<file path="src/rtl/bblp_pkg.sv">
package bblp_pkg;

  localparam int MAX_RADIUS   = 15;
  localparam int CHANNEL_BITS = 8;

  localparam int KS_W        = 5;
  localparam int RAD_W       = KS_W - 1;
  localparam int CNT_W       = KS_W;
  localparam int STORE_DEPTH = 2 * MAX_RADIUS + 1;
  localparam int PTR_W       = $clog2(STORE_DEPTH);
  localparam int SUM_W       = CHANNEL_BITS + KS_W;
  localparam int RECIP_SH    = SUM_W + KS_W;
  localparam int RECIP_W     = RECIP_SH + 1;
  localparam int PROD_W      = SUM_W + RECIP_W;

  localparam int QUEUE_DEPTH = 4;
  localparam int QPTR_W      = $clog2(QUEUE_DEPTH);
  localparam int QCNT_W      = QPTR_W + 1;

  localparam logic [KS_W-1:0] KS_RESET = KS_W'(3);

  localparam longint unsigned RECIP_ONE = 64'd1 << RECIP_SH;

  // ceil(2^RECIP_SH / c), exact floor division for every window sum
  localparam longint unsigned RECIP_TBL [32] = '{
    RECIP_ONE,
    (RECIP_ONE +  0) /  1, (RECIP_ONE +  1) /  2, (RECIP_ONE +  2) /  3,
    (RECIP_ONE +  3) /  4, (RECIP_ONE +  4) /  5, (RECIP_ONE +  5) /  6,
    (RECIP_ONE +  6) /  7, (RECIP_ONE +  7) /  8, (RECIP_ONE +  8) /  9,
    (RECIP_ONE +  9) / 10, (RECIP_ONE + 10) / 11, (RECIP_ONE + 11) / 12,
    (RECIP_ONE + 12) / 13, (RECIP_ONE + 13) / 14, (RECIP_ONE + 14) / 15,
    (RECIP_ONE + 15) / 16, (RECIP_ONE + 16) / 17, (RECIP_ONE + 17) / 18,
    (RECIP_ONE + 18) / 19, (RECIP_ONE + 19) / 20, (RECIP_ONE + 20) / 21,
    (RECIP_ONE + 21) / 22, (RECIP_ONE + 22) / 23, (RECIP_ONE + 23) / 24,
    (RECIP_ONE + 24) / 25, (RECIP_ONE + 25) / 26, (RECIP_ONE + 26) / 27,
    (RECIP_ONE + 27) / 28, (RECIP_ONE + 28) / 29, (RECIP_ONE + 29) / 30,
    (RECIP_ONE + 30) / 31
  };

  typedef logic [CHANNEL_BITS-1:0] chan_t;
  typedef logic [SUM_W-1:0]        sum_t;
  typedef logic [RECIP_W-1:0]      recip_t;

  typedef struct packed {
    sum_t             red_sum;
    sum_t             green_sum;
    sum_t             blue_sum;
    logic [CNT_W-1:0] count;
    logic             done;
  } job_t;

  typedef struct packed {
    logic full;
    logic empty;
  } q_status_t;

  typedef enum logic {
    FS_RUN,
    FS_FLUSH
  } front_state_t;

  function automatic recip_t recip_of(input logic [CNT_W-1:0] cnt);
    recip_of = RECIP_W'(RECIP_TBL[cnt]);
  endfunction

endpackage

</file>
<file path="src/rtl/bblp_ifs.sv">
interface bblp_pix_if import bblp_pkg::*; ();
  logic  valid;
  logic  ready;
  chan_t red_in;
  chan_t green_in;
  chan_t blue_in;
  logic  line_end;

  modport source (output valid, red_in, green_in, blue_in, line_end, input ready);
  modport sink   (input valid, red_in, green_in, blue_in, line_end, output ready);
endinterface

interface bblp_res_if import bblp_pkg::*; ();
  logic  valid;
  logic  ready;
  chan_t red_out;
  chan_t green_out;
  chan_t blue_out;
  logic  line_done;

  modport source (output valid, red_out, green_out, blue_out, line_done, input ready);
  modport sink   (input valid, red_out, green_out, blue_out, line_done, output ready);
endinterface

interface bblp_cfg_if import bblp_pkg::*; ();
  logic            valid;
  logic            ready;
  logic [KS_W-1:0] kernel_size;

  modport source (output valid, kernel_size, input ready);
  modport sink   (input valid, kernel_size, output ready);
endinterface

</file>
<file path="src/rtl/box_blur_line_pass.sv">
// One-dimensional box filter over a line of RGB pixels.
// in_ch: one pixel per beat, line_end high on the last pixel of a line.
// out_ch: one averaged pixel per line position, line_done on the last one.
// cfg_ch: writes kernel_size (window 2r+1, r = (kernel_size-1)/2); it also
//   drops any partial line. Write only while the block is idle; in_ch is
//   not ready while a cfg_ch beat is offered.
// Results lag the input by r pixels; the beat with line_end flushes the
// remaining positions (up to r), one per cycle while the job queue has room,
// during which in_ch is not ready. A result is registered in the job queue,
// then in the reciprocal multiply register at the queue pop, then in the
// output register, before out_ch offers it.
// The input takes one pixel per cycle while the queue has room and no
// flush is running; the front end emits at most one result per cycle
// into the queue, while it has room. A stalled out_ch fills the 4-entry job
// queue and then holds in_ch off; no beat is lost. Reset sets kernel_size
// to 3 and empties the window, the queue and the pipeline.
module box_blur_line_pass import bblp_pkg::*; (
  input  logic       clk,
  input  logic       rst_n,
  bblp_pix_if.sink   in_ch,
  bblp_res_if.source out_ch,
  bblp_cfg_if.sink   cfg_ch
);

  logic      push;
  job_t      push_job;
  logic      pop;
  job_t      pop_job;
  q_status_t q_stat;

  bblp_front u_front (
    .clk      (clk),
    .rst_n    (rst_n),
    .pix      (in_ch),
    .cfg      (cfg_ch),
    .q_stat   (q_stat),
    .push     (push),
    .push_job (push_job)
  );

  bblp_queue u_queue (
    .clk      (clk),
    .rst_n    (rst_n),
    .push     (push),
    .push_job (push_job),
    .pop      (pop),
    .pop_job  (pop_job),
    .stat     (q_stat)
  );

  bblp_back u_back (
    .clk    (clk),
    .rst_n  (rst_n),
    .job    (pop_job),
    .q_stat (q_stat),
    .pop    (pop),
    .res    (out_ch)
  );

endmodule

</file>
<file path="src/rtl/bblp_front.sv">
module bblp_front import bblp_pkg::*; (
  input  logic         clk,
  input  logic         rst_n,
  bblp_pix_if.sink     pix,
  bblp_cfg_if.sink     cfg,
  input  q_status_t    q_stat,
  output logic         push,
  output job_t         push_job
);

  typedef struct packed {
    chan_t red;
    chan_t green;
    chan_t blue;
  } pixel_t;

  pixel_t             store_r [STORE_DEPTH];
  pixel_t             old_px_r;
  logic [KS_W-1:0]    ks_r, ks_nxt;
  sum_t               red_sum_r, red_sum_nxt;
  sum_t               green_sum_r, green_sum_nxt;
  sum_t               blue_sum_r, blue_sum_nxt;
  logic [CNT_W-1:0]   count_r, count_nxt;
  logic [CNT_W-1:0]   lp_r, lp_nxt;
  logic [PTR_W-1:0]   wr_ptr_r, wr_ptr_nxt;
  logic [PTR_W-1:0]   rd_ptr_r, rd_ptr_nxt;
  logic [RAD_W-1:0]   right_r, right_nxt;
  front_state_t       state_r, state_nxt;

  logic               in_acc;
  logic               cfg_acc;
  logic               fl_go;
  logic               run_step;
  logic [RAD_W-1:0]   raw_rad;
  logic [RAD_W-1:0]   rad;
  logic [KS_W-1:0]    wlen;
  logic [KS_W:0]      fl_thr;
  logic               drop;
  pixel_t             old_px;
  pixel_t             add_px;
  pixel_t             sub_px;
  sum_t               red_new, green_new, blue_new;
  logic [CNT_W-1:0]   count_new;
  logic [CNT_W-1:0]   lp_new;
  logic [RAD_W-1:0]   rem;
  logic [PTR_W-1:0]   wr_inc;
  logic [PTR_W-1:0]   rd_inc;

  function automatic logic [PTR_W-1:0] ptr_inc(input logic [PTR_W-1:0] p);
    ptr_inc = (p == PTR_W'(STORE_DEPTH - 1)) ? '0 : p + 1'b1;
  endfunction

  assign in_acc  = pix.valid && pix.ready;
  assign cfg_acc = cfg.valid && cfg.ready;
  assign fl_go   = (state_r == FS_FLUSH) && !q_stat.full;
  assign run_step = in_acc && !cfg_acc;

  assign raw_rad = (ks_r == '0) ? '0 : RAD_W'((ks_r - 1'b1) >> 1);
  assign rad     = (int'(raw_rad) > MAX_RADIUS) ? RAD_W'(MAX_RADIUS) : raw_rad;
  assign wlen    = {rad, 1'b1};
  assign fl_thr  = (KS_W+1)'(rad) + (KS_W+1)'(right_r) + 1'b1;

  assign old_px = old_px_r;
  assign drop   = (state_r == FS_RUN) ? (count_r >= wlen) : ({1'b0, count_r} >= fl_thr);
  assign sub_px = drop ? old_px : '0;
  assign add_px = (state_r == FS_RUN) ? pixel_t'{pix.red_in, pix.green_in, pix.blue_in} : '0;

  assign red_new   = red_sum_r   - SUM_W'(sub_px.red)   + SUM_W'(add_px.red);
  assign green_new = green_sum_r - SUM_W'(sub_px.green) + SUM_W'(add_px.green);
  assign blue_new  = blue_sum_r  - SUM_W'(sub_px.blue)  + SUM_W'(add_px.blue);
  assign count_new = count_r - CNT_W'(drop) + CNT_W'(state_r == FS_RUN);
  assign lp_new    = (lp_r < wlen) ? lp_r + 1'b1 : lp_r;
  assign rem       = (lp_new < {1'b0, rad}) ? RAD_W'(lp_new) : rad;
  assign wr_inc    = ptr_inc(wr_ptr_r);
  assign rd_inc    = ptr_inc(rd_ptr_r);

  always_comb begin
    state_nxt = state_r;
    case (state_r)
      FS_RUN: begin
        if (run_step && pix.line_end && rad != '0) begin
          state_nxt = FS_FLUSH;
        end
      end
      FS_FLUSH: begin
        if (fl_go && right_r == RAD_W'(1)) begin
          state_nxt = FS_RUN;
        end
      end
      default: state_nxt = FS_RUN;
    endcase
  end

  always_comb begin
    pix.ready     = (state_r == FS_RUN) && !q_stat.full && !cfg.valid;
    cfg.ready     = (state_r == FS_RUN);
    push          = 1'b0;
    push_job      = '{red_sum: red_new, green_sum: green_new, blue_sum: blue_new,
                      count: count_new, done: 1'b0};
    ks_nxt        = ks_r;
    red_sum_nxt   = red_sum_r;
    green_sum_nxt = green_sum_r;
    blue_sum_nxt  = blue_sum_r;
    count_nxt     = count_r;
    lp_nxt        = lp_r;
    wr_ptr_nxt    = wr_ptr_r;
    rd_ptr_nxt    = rd_ptr_r;
    right_nxt     = right_r;
    if (cfg_acc) begin
      ks_nxt        = cfg.kernel_size;
      red_sum_nxt   = '0;
      green_sum_nxt = '0;
      blue_sum_nxt  = '0;
      count_nxt     = '0;
      lp_nxt        = '0;
      rd_ptr_nxt    = wr_ptr_r;
    end else if (in_acc) begin
      push          = lp_new > {1'b0, rad};
      push_job.done = pix.line_end && rad == '0;
      red_sum_nxt   = red_new;
      green_sum_nxt = green_new;
      blue_sum_nxt  = blue_new;
      count_nxt     = count_new;
      lp_nxt        = lp_new;
      wr_ptr_nxt    = wr_inc;
      rd_ptr_nxt    = drop ? rd_inc : rd_ptr_r;
      right_nxt     = rem;
      if (pix.line_end && rad == '0) begin
        red_sum_nxt   = '0;
        green_sum_nxt = '0;
        blue_sum_nxt  = '0;
        count_nxt     = '0;
        lp_nxt        = '0;
        rd_ptr_nxt    = wr_inc;
      end
    end else if (fl_go) begin
      push          = 1'b1;
      push_job.done = right_r == RAD_W'(1);
      red_sum_nxt   = red_new;
      green_sum_nxt = green_new;
      blue_sum_nxt  = blue_new;
      count_nxt     = count_new;
      rd_ptr_nxt    = drop ? rd_inc : rd_ptr_r;
      right_nxt     = right_r - 1'b1;
      if (right_r == RAD_W'(1)) begin
        red_sum_nxt   = '0;
        green_sum_nxt = '0;
        blue_sum_nxt  = '0;
        count_nxt     = '0;
        lp_nxt        = '0;
        rd_ptr_nxt    = wr_ptr_r;
      end
    end
  end

  always_ff @(posedge clk) begin
    if (!rst_n) begin
      state_r     <= FS_RUN;
      ks_r        <= KS_RESET;
      red_sum_r   <= '0;
      green_sum_r <= '0;
      blue_sum_r  <= '0;
      count_r     <= '0;
      lp_r        <= '0;
      wr_ptr_r    <= '0;
      rd_ptr_r    <= '0;
      right_r     <= '0;
    end else begin
      state_r     <= state_nxt;
      ks_r        <= ks_nxt;
      red_sum_r   <= red_sum_nxt;
      green_sum_r <= green_sum_nxt;
      blue_sum_r  <= blue_sum_nxt;
      count_r     <= count_nxt;
      lp_r        <= lp_nxt;
      wr_ptr_r    <= wr_ptr_nxt;
      rd_ptr_r    <= rd_ptr_nxt;
      right_r     <= right_nxt;
    end
  end

  always_ff @(posedge clk) begin
    if (run_step) begin
      store_r[wr_ptr_r] <= pixel_t'{pix.red_in, pix.green_in, pix.blue_in};
    end
    // prefetch the oldest pixel, forward the beat being written
    if (run_step && rd_ptr_nxt == wr_ptr_r) begin
      old_px_r <= add_px;
    end else begin
      old_px_r <= store_r[rd_ptr_nxt];
    end
  end

  ap_count_in_window: assert property (@(posedge clk) disable iff (!rst_n)
    count_r <= wlen)
    else $error("window count exceeds window length");

  ap_empty_ptrs: assert property (@(posedge clk) disable iff (!rst_n)
    count_r == '0 |-> rd_ptr_r == wr_ptr_r)
    else $error("empty window with read and write pointers apart");

  ap_flush_range: assert property (@(posedge clk) disable iff (!rst_n)
    state_r == FS_FLUSH |-> (right_r != '0 && right_r <= rad))
    else $error("flush counter out of range");

  ap_push_room: assert property (@(posedge clk) disable iff (!rst_n)
    push |-> !q_stat.full)
    else $error("job pushed into full queue");

endmodule

</file>
<file path="src/rtl/bblp_queue.sv">
module bblp_queue import bblp_pkg::*; (
  input  logic      clk,
  input  logic      rst_n,
  input  logic      push,
  input  job_t      push_job,
  input  logic      pop,
  output job_t      pop_job,
  output q_status_t stat
);

  job_t              slot_r [QUEUE_DEPTH];
  logic [QPTR_W-1:0] wp_r;
  logic [QPTR_W-1:0] rp_r;
  logic [QCNT_W-1:0] cnt_r;
  logic              do_push;
  logic              do_pop;

  assign stat.full  = cnt_r == QCNT_W'(QUEUE_DEPTH);
  assign stat.empty = cnt_r == '0;
  assign do_push    = push && !stat.full;
  assign do_pop     = pop && !stat.empty;
  assign pop_job    = slot_r[rp_r];

  always_ff @(posedge clk) begin
    if (!rst_n) begin
      wp_r  <= '0;
      rp_r  <= '0;
      cnt_r <= '0;
    end else begin
      if (do_push) begin
        wp_r <= wp_r + 1'b1;
      end
      if (do_pop) begin
        rp_r <= rp_r + 1'b1;
      end
      cnt_r <= cnt_r + QCNT_W'(do_push) - QCNT_W'(do_pop);
    end
  end

  always_ff @(posedge clk) begin
    if (do_push) begin
      slot_r[wp_r] <= push_job;
    end
  end

endmodule

</file>
<file path="src/rtl/bblp_back.sv">
module bblp_back import bblp_pkg::*; (
  input  logic       clk,
  input  logic       rst_n,
  input  job_t       job,
  input  q_status_t  q_stat,
  output logic       pop,
  bblp_res_if.source res
);

  logic              a_valid_r;
  logic [PROD_W-1:0] a_red_r;
  logic [PROD_W-1:0] a_green_r;
  logic [PROD_W-1:0] a_blue_r;
  logic              a_done_r;
  logic              out_valid_r;
  chan_t             out_red_r;
  chan_t             out_green_r;
  chan_t             out_blue_r;
  logic              out_done_r;

  logic              out_load;
  logic              a_take;
  logic [PROD_W-1:0] recip_ext;

  assign out_load  = !out_valid_r || res.ready;
  assign a_take    = !a_valid_r || out_load;
  assign pop       = a_take && !q_stat.empty;
  assign recip_ext = PROD_W'(recip_of(job.count));

  assign res.valid     = out_valid_r;
  assign res.red_out   = out_red_r;
  assign res.green_out = out_green_r;
  assign res.blue_out  = out_blue_r;
  assign res.line_done = out_done_r;

  always_ff @(posedge clk) begin
    if (!rst_n) begin
      a_valid_r   <= 1'b0;
      out_valid_r <= 1'b0;
    end else begin
      if (a_take) begin
        a_valid_r <= !q_stat.empty;
      end
      if (out_load) begin
        out_valid_r <= a_valid_r;
      end
    end
  end

  always_ff @(posedge clk) begin
    if (pop) begin
      a_red_r   <= PROD_W'(job.red_sum)   * recip_ext;
      a_green_r <= PROD_W'(job.green_sum) * recip_ext;
      a_blue_r  <= PROD_W'(job.blue_sum)  * recip_ext;
      a_done_r  <= job.done;
    end
    if (out_load && a_valid_r) begin
      out_red_r   <= CHANNEL_BITS'(a_red_r   >> RECIP_SH);
      out_green_r <= CHANNEL_BITS'(a_green_r >> RECIP_SH);
      out_blue_r  <= CHANNEL_BITS'(a_blue_r  >> RECIP_SH);
      out_done_r  <= a_done_r;
    end
  end

endmodule

</file>
<file path="src/flat_wrapper.sv">
// flat-port wrapper written by rule: the top's interface ports become plain ports
module box_blur_line_pass_flat import bblp_pkg::*;
  (clk, rst_n, in_ch_valid, in_ch_red_in, in_ch_green_in, in_ch_blue_in, in_ch_line_end, in_ch_ready, out_ch_valid, out_ch_red_out, out_ch_green_out, out_ch_blue_out, out_ch_line_done, out_ch_ready, cfg_ch_valid, cfg_ch_kernel_size, cfg_ch_ready);
  bblp_pix_if in_ch_i ();
  bblp_res_if out_ch_i ();
  bblp_cfg_if cfg_ch_i ();
  input  logic clk;
  input  logic rst_n;
  input wire logic [$bits(in_ch_i.valid)-1:0] in_ch_valid;
  input wire logic [$bits(in_ch_i.red_in)-1:0] in_ch_red_in;
  input wire logic [$bits(in_ch_i.green_in)-1:0] in_ch_green_in;
  input wire logic [$bits(in_ch_i.blue_in)-1:0] in_ch_blue_in;
  input wire logic [$bits(in_ch_i.line_end)-1:0] in_ch_line_end;
  output wire logic [$bits(in_ch_i.ready)-1:0] in_ch_ready;
  output wire logic [$bits(out_ch_i.valid)-1:0] out_ch_valid;
  output wire logic [$bits(out_ch_i.red_out)-1:0] out_ch_red_out;
  output wire logic [$bits(out_ch_i.green_out)-1:0] out_ch_green_out;
  output wire logic [$bits(out_ch_i.blue_out)-1:0] out_ch_blue_out;
  output wire logic [$bits(out_ch_i.line_done)-1:0] out_ch_line_done;
  input wire logic [$bits(out_ch_i.ready)-1:0] out_ch_ready;
  input wire logic [$bits(cfg_ch_i.valid)-1:0] cfg_ch_valid;
  input wire logic [$bits(cfg_ch_i.kernel_size)-1:0] cfg_ch_kernel_size;
  output wire logic [$bits(cfg_ch_i.ready)-1:0] cfg_ch_ready;
  assign in_ch_i.valid = in_ch_valid;
  assign in_ch_i.red_in = in_ch_red_in;
  assign in_ch_i.green_in = in_ch_green_in;
  assign in_ch_i.blue_in = in_ch_blue_in;
  assign in_ch_i.line_end = in_ch_line_end;
  assign in_ch_ready = in_ch_i.ready;
  assign out_ch_valid = out_ch_i.valid;
  assign out_ch_red_out = out_ch_i.red_out;
  assign out_ch_green_out = out_ch_i.green_out;
  assign out_ch_blue_out = out_ch_i.blue_out;
  assign out_ch_line_done = out_ch_i.line_done;
  assign out_ch_i.ready = out_ch_ready;
  assign cfg_ch_i.valid = cfg_ch_valid;
  assign cfg_ch_i.kernel_size = cfg_ch_kernel_size;
  assign cfg_ch_ready = cfg_ch_i.ready;
  box_blur_line_pass u_core (.clk(clk), .rst_n(rst_n), .in_ch(in_ch_i), .out_ch(out_ch_i), .cfg_ch(cfg_ch_i));
endmodule
</file>
<file path="config.mk">
export PLATFORM = sky130hd
export DESIGN_NAME = box_blur_line_pass_flat
export DESIGN_NICKNAME = d
export VERILOG_FILES = /design/src/rtl/bblp_pkg.sv /design/src/rtl/bblp_ifs.sv /design/src/rtl/box_blur_line_pass.sv /design/src/rtl/bblp_front.sv /design/src/rtl/bblp_queue.sv /design/src/rtl/bblp_back.sv /design/src/flat_wrapper.sv
export SDC_FILE = /design/constraint.sdc
export NUM_CORES = 2
export LEC_CHECK = 0
export BUFFER_PORTS_ARGS = -buffer_cell sky130_fd_sc_hd__buf_2
export CORE_MARGIN = 2
export CORE_UTILIZATION = 45
export DETAILED_ROUTE_END_ITERATION = 6
export SLEW_MARGIN = 20
export SYNTH_ARGS = -nofsm -noshare
export SYNTH_HDL_FRONTEND = slang
export SYNTH_SLANG_ARGS = --single-unit
</file>
<file path="constraint.sdc">
create_clock -name clk -period 24 [get_ports clk]
set_input_delay 2.4 -clock clk [delete_from_list [all_inputs] [get_ports clk]]
set_output_delay 2.4 -clock clk [all_outputs]
set_load 0.05 [all_outputs]
</file>
==> impl_metrics.tcl <==
set metrics [dict create \
    syn_inst 4911 \
    worstHoldEndpoint "u_core.u_back.res.red_out[5]" \
    endpoint_kind "flop" \
    grt_max_degree 123 \
    drc_errors 0 \
    fin_nets 5765 \
    synth_flop_cell "edfxtp_1" \
    grt-ovfl-total 0 \
    holdCritStartpoint "u_core.u_back.a_red_r[23]" \
    max_stage_delay_ns 0.92 \
    crit_family "adder cells" \
    cts.sinks 1059 \
    cts_htree_levels 3 \
    drive_gt1_frac 0.128 \
    post-route-period-util 0.381 \
    syn_area_per_cell_um2 13.0 \
    grt_pass1_wl_um 237000 \
    gp_congestion 0.910 \
    num_antenna_cells 0 \
    routedWlPerCell_um 22.0 \
    ys_ff_latch 1059 \
    hold_violations 0 \
    avgViaCountPerCell 5.37 \
    crit_fanout 49 \
    r2r-end "u_core.u_back.a_green_r[25]" \
    post_cts_resized 0 \
    min_period_ns 9.15 \
    seqCellArea_mm2 0.0310 \
    fp.dieArea_mm2 0.145 \
    num_rows 138 \
    die_y_um 380 \
    worstRegToRegCells 29 \
    outcome "finished clean" \
    syn-num-nets 5734 \
    rrSetupSlack_ns 14.85 \
    coreArea_mm2 0.141 \
    die_w_um 380 \
    synth_area_mm2 0.0637 \
    max_cap_violations 0 \
    start_util 0.452 \
    path_buf_inv 6 \
    hold_class "reg2reg" \
    post-cts-setup-buffers 0 \
    wl_um 152000 \
    ant_nets 0 \
    ios 63 \
    track_usage 0.214 \
    fill_cells 12268 \
    arrival_ns 9.58 \
    cp.required_ns 24.43 \
    antenna_found_initial 2 \
    vias 37185 \
    slowest_stage "o21a_1" \
    crit_path_start_kind "flop" \
    cts_tree "done" \
    yosys_warnings 0 \
    async_flop_share 0 \
    tns_ns 0 \
    dr.first_iter.drc_count 2984 \
    synth-seq-area-share 0.486 \
    port_buffers 62 \
    cts_hold_buf 0 \
    synth_cell_types 71 \
    crit_type "reg2reg" \
    multiInputGateArea_mm2 0.0293 \
    dp_hpwl_um 99900 \
    clock_latency_ns 0.75 \
    hold_path_depth 0 \
    syn2layout_area_growth_pct 10.0 \
    clkSlewWorstSetupHoldPaths_ns 0.06 \
    clockBufferDepth 3 \
    maxSlewViolCount 0 \
    grt_pass1_vias 39604 \
    tightest_slew_ns 1.15 \
    relSlewSlack 0.232 \
    fmax_mhz 109 \
    cts_made_buffers 110 \
    fin_skew_ns 0.0797 \
    grt_setup_unrepaired "no" \
    setup_viol 0 \
    drt_first_pass_iters 5 \
    clockRootBuffer "clkbuf_16" \
    synth-edff-count 974 \
]
worst max-delay path by stage:
stage	endpoint	slack, ns	cells past startpoint
4_1_cts	u_core.u_back.a_green_r[25]	14.88	29
2_1_floorplan	u_core.u_back.a_green_r[25]	16.11	29
6_report	u_core.u_back.a_green_r[25]	14.85	29
3_5_place_dp	u_core.u_back.a_green_r[25]	14.91	29
5_1_grt	u_core.u_back.a_green_r[25]	14.37	29
3_3_place_gp	u_core.u_back.a_green_r[25]	15.08	29
through the flow:
stage	area, um2	hold WS [ns]	instances	util	worst slack [ns]
floorplan	63700	0.400	4911	-	16.11
global placement	66500	0.408	6720	0.472	15.08
detailed placement	66500	0.405	6720	0.472	14.91
CTS	70100	0.418	6926	0.497	14.88
global route	70100	0.430	6926	0.497	14.37
finish	70100	0.416	6926	0.497	14.85
cell usage after synthesis (44+ instances only):
cell,instances,area [um2]
inv_1,790,2970
nand2_1,507,1900
fa_1,546,10900
a21oi_1,86,430
nor2_1,450,1690
dfxtp_1,85,1700
clkbuf_1,168,631
mux4_2,233,5250
o21a_1,44,330
edfxtp_1,974,29200
ha_1,242,3030
mux2i_1,80,801
nand3_1,54,270
and2_1,52,325
o21ai_0,84,420
xnor2_1,78,683
per-layer routing:
metal / track usage / vias up / share of wire
li1: - / 16663 / -
met1: 0.276 / 19271 / 0.41
met2: 0.375 / 998 / 0.51
met3: 0.0295 / 249 / 0.052
met4: 0.0653 / 4 / 0.029
met5: 0 / - / 0.00015
cell usage in the layout, fill, tap and decap left out, types with 39 or more instances in the layout:
cell type,n
clkbuf_16,110
o21a_1,44
mux2i_1,80
dfxtp_1,78
o21ai_0,74
and2_1,48
ha_1,242
mux2_2,39
inv_1,790
a21oi_1,84
fa_1,546
edfxtp_1,974
nand2_1,507
buf_2,62
buf_4,78
nand3_1,54
xnor2_1,78
mux4_2,233
nor2_1,422
area by class of cell:
class	instances	area share
Inverter	792	0.0424
Timing Repair Buffer	142	0.0133
Clock inverter	65	0.0102
Sequential cell	1059	0.442
Clock buffer	141	0.0415
Tap cell	1890	0.0337
Multi-Input combinational cell	2837	0.417
sequential cells by signal (all words and copies together), names as in the netlist, 3 cells and up, named ones only:
register and count:
u_core.u_front.red_sum_r 13, u_core.u_back.res.green_out 8, u_core.u_front.ks_r 5, u_core.u_front.blue_sum_r 13
u_core.u_front.rd_ptr_r 5, u_core.u_back.a_blue_r 8, u_core.u_back.res.red_out 8, u_core.u_queue.cnt_r 3
u_core.u_queue.slot_r 180, u_core.u_back.a_red_r 8, u_core.u_front.green_sum_r 13, u_core.u_front.lp_r 5
u_core.u_back.a_green_r 8, u_core.u_front.right_r 4, u_core.u_back.res.blue_out 8, u_core.u_front.store_r 744
u_core.u_front.count_r 5, u_core.u_front.wr_ptr_r 5
cells by family after synthesis:
| family | Yosys count | share of synthesized area |
|---|---|---|
| simple gates | 1206 | 0.0792 |
| flops | 1059 | 0.486 |
| buf+inv | 1015 | 0.0601 |
| fa+ha+maj | 788 | 0.219 |
| compound gates | 388 | 0.0398 |
| mux | 354 | 0.102 |
| xor+xnor | 101 | 0.0141 |
Power is left out: the tool's default activity adds up to more than one toggle a clock period on the data nets, which glitch-free logic cannot reach.
